$ cat config.mk
export PLATFORM = sky130hd
export DESIGN_NAME = lfb_ctrl
export DESIGN_NICKNAME = d
export VERILOG_FILES = /design/src/sv/lfb_pkg.sv /design/src/sv/lfb_ctrl.sv
export SDC_FILE = /design/constraint.sdc
export NUM_CORES = 1
export LEC_CHECK = 0
export CELL_PAD_IN_SITES_DETAIL_PLACEMENT = 1
export CELL_PAD_IN_SITES_GLOBAL_PLACEMENT = 1
export CORE_AREA = 3 3 40 42
export CTS_BUF_LIST = sky130_fd_sc_hd__clkbuf_4 sky130_fd_sc_hd__clkbuf_8
export CTS_CLUSTER_DIAMETER = 40
export DETAILED_ROUTE_END_ITERATION = 6
export DIE_AREA = 0 0 43 45
export DONT_BUFFER_PORTS = 1
export PLACE_DENSITY = 0.32
export SLEW_MARGIN = 25
export SYNTH_ARGS = -nofsm -noshare
export SYNTH_HDL_FRONTEND = slang
export SYNTH_SLANG_ARGS = --single-unit
$ cat constraint.sdc
create_clock -name clk -period 2 [get_ports clk]
set_input_delay 0 -clock clk [delete_from_list [all_inputs] [get_ports clk]]
set_output_delay 0 -clock clk [all_outputs]
set_load 0.03 [all_outputs]
$ cat src/sv/lfb_pkg.sv
// Shared types and constants for the flag-byte LZSS decompressor.
// No dependencies; the files that use this package refer to it by scoped names.
package lfb_pkg;

    // History window and field widths
    localparam int WINDOW_DEPTH_DEF = 4096;
    localparam int BYTE_W           = 8;
    localparam int COUNT_W          = 31;
    localparam int LEN_W            = 5;
    localparam int OFFSET_SHIFT     = 4;

    // Token format constants
    localparam logic [3:0]       LEN_FIELD_MASK  = 4'hF;
    localparam logic [LEN_W-1:0] LEN_BIAS        = 5'd2;
    localparam logic [3:0]       TOKENS_PER_FLAG = 4'd8;

    // Parser position within the compressed stream
    typedef enum logic [1:0] {
        PH_FLAG  = 2'd0,
        PH_TOKEN = 2'd1,
        PH_REFHI = 2'd2
    } phase_t;

    // Controller states
    typedef enum logic [1:0] {
        ST_IDLE,
        ST_READ,
        ST_COPY,
        ST_LIT
    } state_t;

    // What to do with an accepted input byte
    typedef enum logic [2:0] {
        OP_NONE,
        OP_FLAG,
        OP_LOW,
        OP_REF,
        OP_LIT
    } op_t;

    // Controller to datapath
    typedef struct packed {
        op_t  op;
        logic read;
        logic emit;
        logic emit_lit;
    } cmd_t;

    // Datapath to controller
    typedef struct packed {
        logic done;
        logic phase_refhi;
        logic token_ok;
        logic flag_lsb;
        logic out_free;
        logic copy_last;
    } status_t;

endpackage

$ cat src/sv/lfb_ctrl.sv
// Controller state machine: parses input requests and sequences copies.
// Depends on lfb_pkg.
module lfb_ctrl (
    input  logic             clk,
    input  logic             rst_n,
    input  logic             s_tvalid,
    output logic             s_tready,
    input  lfb_pkg::status_t status,
    output lfb_pkg::cmd_t    cmd
);

    lfb_pkg::state_t state_reg;
    lfb_pkg::state_t state_next;
    logic            take;

    assign take     = s_tvalid && (state_reg == lfb_pkg::ST_IDLE) && !status.done;
    assign s_tready = (state_reg == lfb_pkg::ST_IDLE);

    // State register
    always_ff @(posedge clk or negedge rst_n)
    begin
        if (!rst_n)
        begin
            state_reg <= lfb_pkg::ST_IDLE;
        end
        else
        begin
            state_reg <= state_next;
        end
    end

    // Next state
    always_comb
    begin
        state_next = state_reg;
        unique case (state_reg)
            lfb_pkg::ST_IDLE:
            begin
                if (take && status.phase_refhi)
                begin
                    state_next = lfb_pkg::ST_READ;
                end
                else if (take && status.token_ok && status.flag_lsb)
                begin
                    state_next = lfb_pkg::ST_LIT;
                end
            end
            lfb_pkg::ST_READ:
            begin
                state_next = lfb_pkg::ST_COPY;
            end
            lfb_pkg::ST_COPY:
            begin
                if (status.out_free)
                begin
                    state_next = status.copy_last ? lfb_pkg::ST_IDLE : lfb_pkg::ST_READ;
                end
            end
            lfb_pkg::ST_LIT:
            begin
                if (status.out_free)
                begin
                    state_next = lfb_pkg::ST_IDLE;
                end
            end
            default:
            begin
                state_next = lfb_pkg::ST_IDLE;
            end
        endcase
    end

    // Command outputs
    always_comb
    begin
        cmd = '0;
        cmd.op = lfb_pkg::OP_NONE;
        unique case (state_reg)
            lfb_pkg::ST_IDLE:
            begin
                if (take)
                begin
                    if (status.phase_refhi)
                    begin
                        cmd.op = lfb_pkg::OP_REF;
                    end
                    else if (status.token_ok)
                    begin
                        cmd.op = status.flag_lsb ? lfb_pkg::OP_LIT : lfb_pkg::OP_LOW;
                    end
                    else
                    begin
                        cmd.op = lfb_pkg::OP_FLAG;
                    end
                end
            end
            lfb_pkg::ST_READ:
            begin
                cmd.read = 1'b1;
            end
            lfb_pkg::ST_COPY:
            begin
                cmd.emit = status.out_free;
            end
            lfb_pkg::ST_LIT:
            begin
                cmd.emit     = status.out_free;
                cmd.emit_lit = 1'b1;
            end
            default:
            begin
                cmd.op = lfb_pkg::OP_NONE;
            end
        endcase
    end

endmodule

==> flow_summary.ini <==
[run_status]
status = complete, no violations

[yosys]
synth_ff_type = dfrtp_1
synth.avg_cell_area_um2 = 8.76
syn_nets = 30
synth_top_area_share_pct = 27.2
yosysTopAreaCell = dfrtp_1
ys_top_cells_by_count = a21oi_1, and2_2, dfrtp_1, inv_1
syn-cell-area_um2 = 184
synthArstFlopShare_pct = 100
ys_seq_area_share_pct = 27.2
syn_inst = 21
synth.most_common_cell = a21oi_1
synthTopCellsByArea = dfrtp_1, a21oi_1, and2_2
synth_warnings = 0
ys_types = 15
synth_enable_flop_cells = 0
synth-seq-cells = 2

[pwr]
power.density_nw_per_um2 = 1260
ir_drop_mv = 0.215
p_total_mw = 0.364
power.leakage_nw = 0.133

[route]
routed.top_layer = met3
wl_met1_um = 193
route.met2.wl_um = 270
ant_nets = 0
wl_um = 537
vias = 190
route.met3.wl_um = 72
wire_per_inst_um = 11.7
viasPerCell = 4.13
drtIter0Drc = 1
drt_pass1_iterations = 2
drc = 0

[die]
coreArea_um2 = 1280
initial_utilization_pct = 14.3
dieArea_um2 = 1940
ios = 16
die_h_um = 45
fp-row-count = 13
die_w_um = 43

[worst_setup_path]
crit_path_max_incr_delay_ps = 550
crit_path_top_delay_cell = dlygate4sd3_1
path_cells = nor2_4 > nand2_4 > o22ai_1 > dlygate4sd3_1
end_kind = flip-flop
required_ps = 2160
start_kind = flip-flop
cp.buffers_inverters = 1
crit_fanout = 5
crit_type = reg2reg
worstPathArrival_ps = 1700
crit_family = buffers and inverters

[clocking]
postCtsSetupBuffers = 0
path_clk_slew_ps = 30
cts_buffers = 3
clk_latency_ps = 220
root_buffer = clkbuf_4
tritoncts = built
cts_max_path_buffers = 2
cts_sinks = 2
htreeDepth = 1

[sta]
fin_skew_ps = 1.30
hold_ws_ps = 16.2
slew_violations = 0
hold_violations = 0
period_needed_ps = 1540
max_slew_margin_pct = 64.7
fin_setup_tns_ps = 0
min_period_over_period_pct = 77.0
rsz0062_at_grt = false
worst_slew_pin_slew_ps = 527
setup_viol = 0
fmax_mhz = 649

[global_routing]
grt_max_degree = 6
grt_pass1_wl_um = 814
gr-total-overflow = 0
grt_antenna_before_repair = 0
track_usage_pct = 5.83
grt_pass1_vias = 219

[placement]
numPlacedInstances = 38
io_buffers = 0
gp_congestion = 0.604

[cells_and_area]
largest_reg_flops = 2
nFillCells = 165
instances_no_fill = 46
postLayoutCoreUtil_pct = 22.6
num-nets-final = 42
drive_gt1_share_pct = 38.7
n_antenna_cell = 0
area_delta_synth_final_pct = 57.8

[worst_hold_path]
min_path_type = in2async

[job]
drv_cap = 0
==> layout by cell type, fill, tap and decap left out, types with 2 or more instances in the layout <==
cell type	synthesis	layout
inv_1	2	2
buf_4	0	2
dlygate4sd3_1	0	5
dfrtp_1	2	2
and2_2	2	2
clkbuf_4	0	3
a21oi_1	4	4
==> timing repair <==
item / 4_1_cts / 5_1_grt
hold endpoints to repair: 4 / 0
gates resized for setup: 0 / 0
hold buffers: 5 / 0
==> final timing paths <==
| kind | startpoint | endpoint | slack (ps) | cells after the start |
|---|---|---|---|---|
| max | state_reg[1] | state_reg[0] | 460 | 4 |
| min | rst_n | state_reg[1] | 20 | 1 |
| max reg2reg | state_reg[1] | state_reg[0] | 460 | 4 |
| min reg2reg | state_reg[0] | state_reg[1] | 730 | 2 |
| max in group asynchronous | rst_n | state_reg[0] | 1860 | 1 |
| min in group clk | status[4] | cmd[5] | 70 | 1 |
==> worst register-to-register path: cells and delay by family (launching register included) <==
family / cells / cell delay, ps
buf+inv: 1 / 550
simple gates: 2 / 390
compound gates: 1 / 110
flops: 1 / 420
==> report_power, final <==
group	switching (mW)	leakage [nW]	internal, mW	total [mW]
Combinational	0.123	0.0942	0.0648	0.188
Sequential	0.0293	0.0251	0.0587	0.0880
Clock	0.0220	0.0138	0.0661	0.0881
==> kinds of logic after synthesis <==
group | after synthesis | share of synthesized area [%]
flops | 2 | 27.2
compound gates | 5 | 14.3
buf+inv | 2 | 4.08
mux | 1 | 5.44
simple gates | 11 | 49.0
==> routing by layer <==
| layer | up-vias | track usage (%) |
|---|---|---|
| li1 | 92 | - |
| met1 | 85 | 5.30 |
| met2 | 13 | 9.58 |
| met3 | 0 | 1.59 |
| met4 | 0 | 7.23 |
| met5 | - | 0 |
==> layout make-up <==
cell class                 instances  area, um^2  share of cell area (%)
sequential                         2        50.0                    17.2
multi-input combinational         17         126                    43.5
tap                               15        18.8                    6.47
clock buffer                       3        22.5                    7.76
inverter                           2        7.51                    2.59
timing repair buffer               7        65.1                    22.4
==> metrics by stage <==
| stage | setup WS, ps | cell area, um^2 |
|---|---|---|
| after floorplan | 749 | 184 |
| after global placement | 733 | 218 |
| after detailed placement | 715 | 218 |
| after CTS | 435 | 290 |
| after global routing | 374 | 290 |
| final | 460 | 290 |
Note: power is estimated with default switching activity, not from simulation.
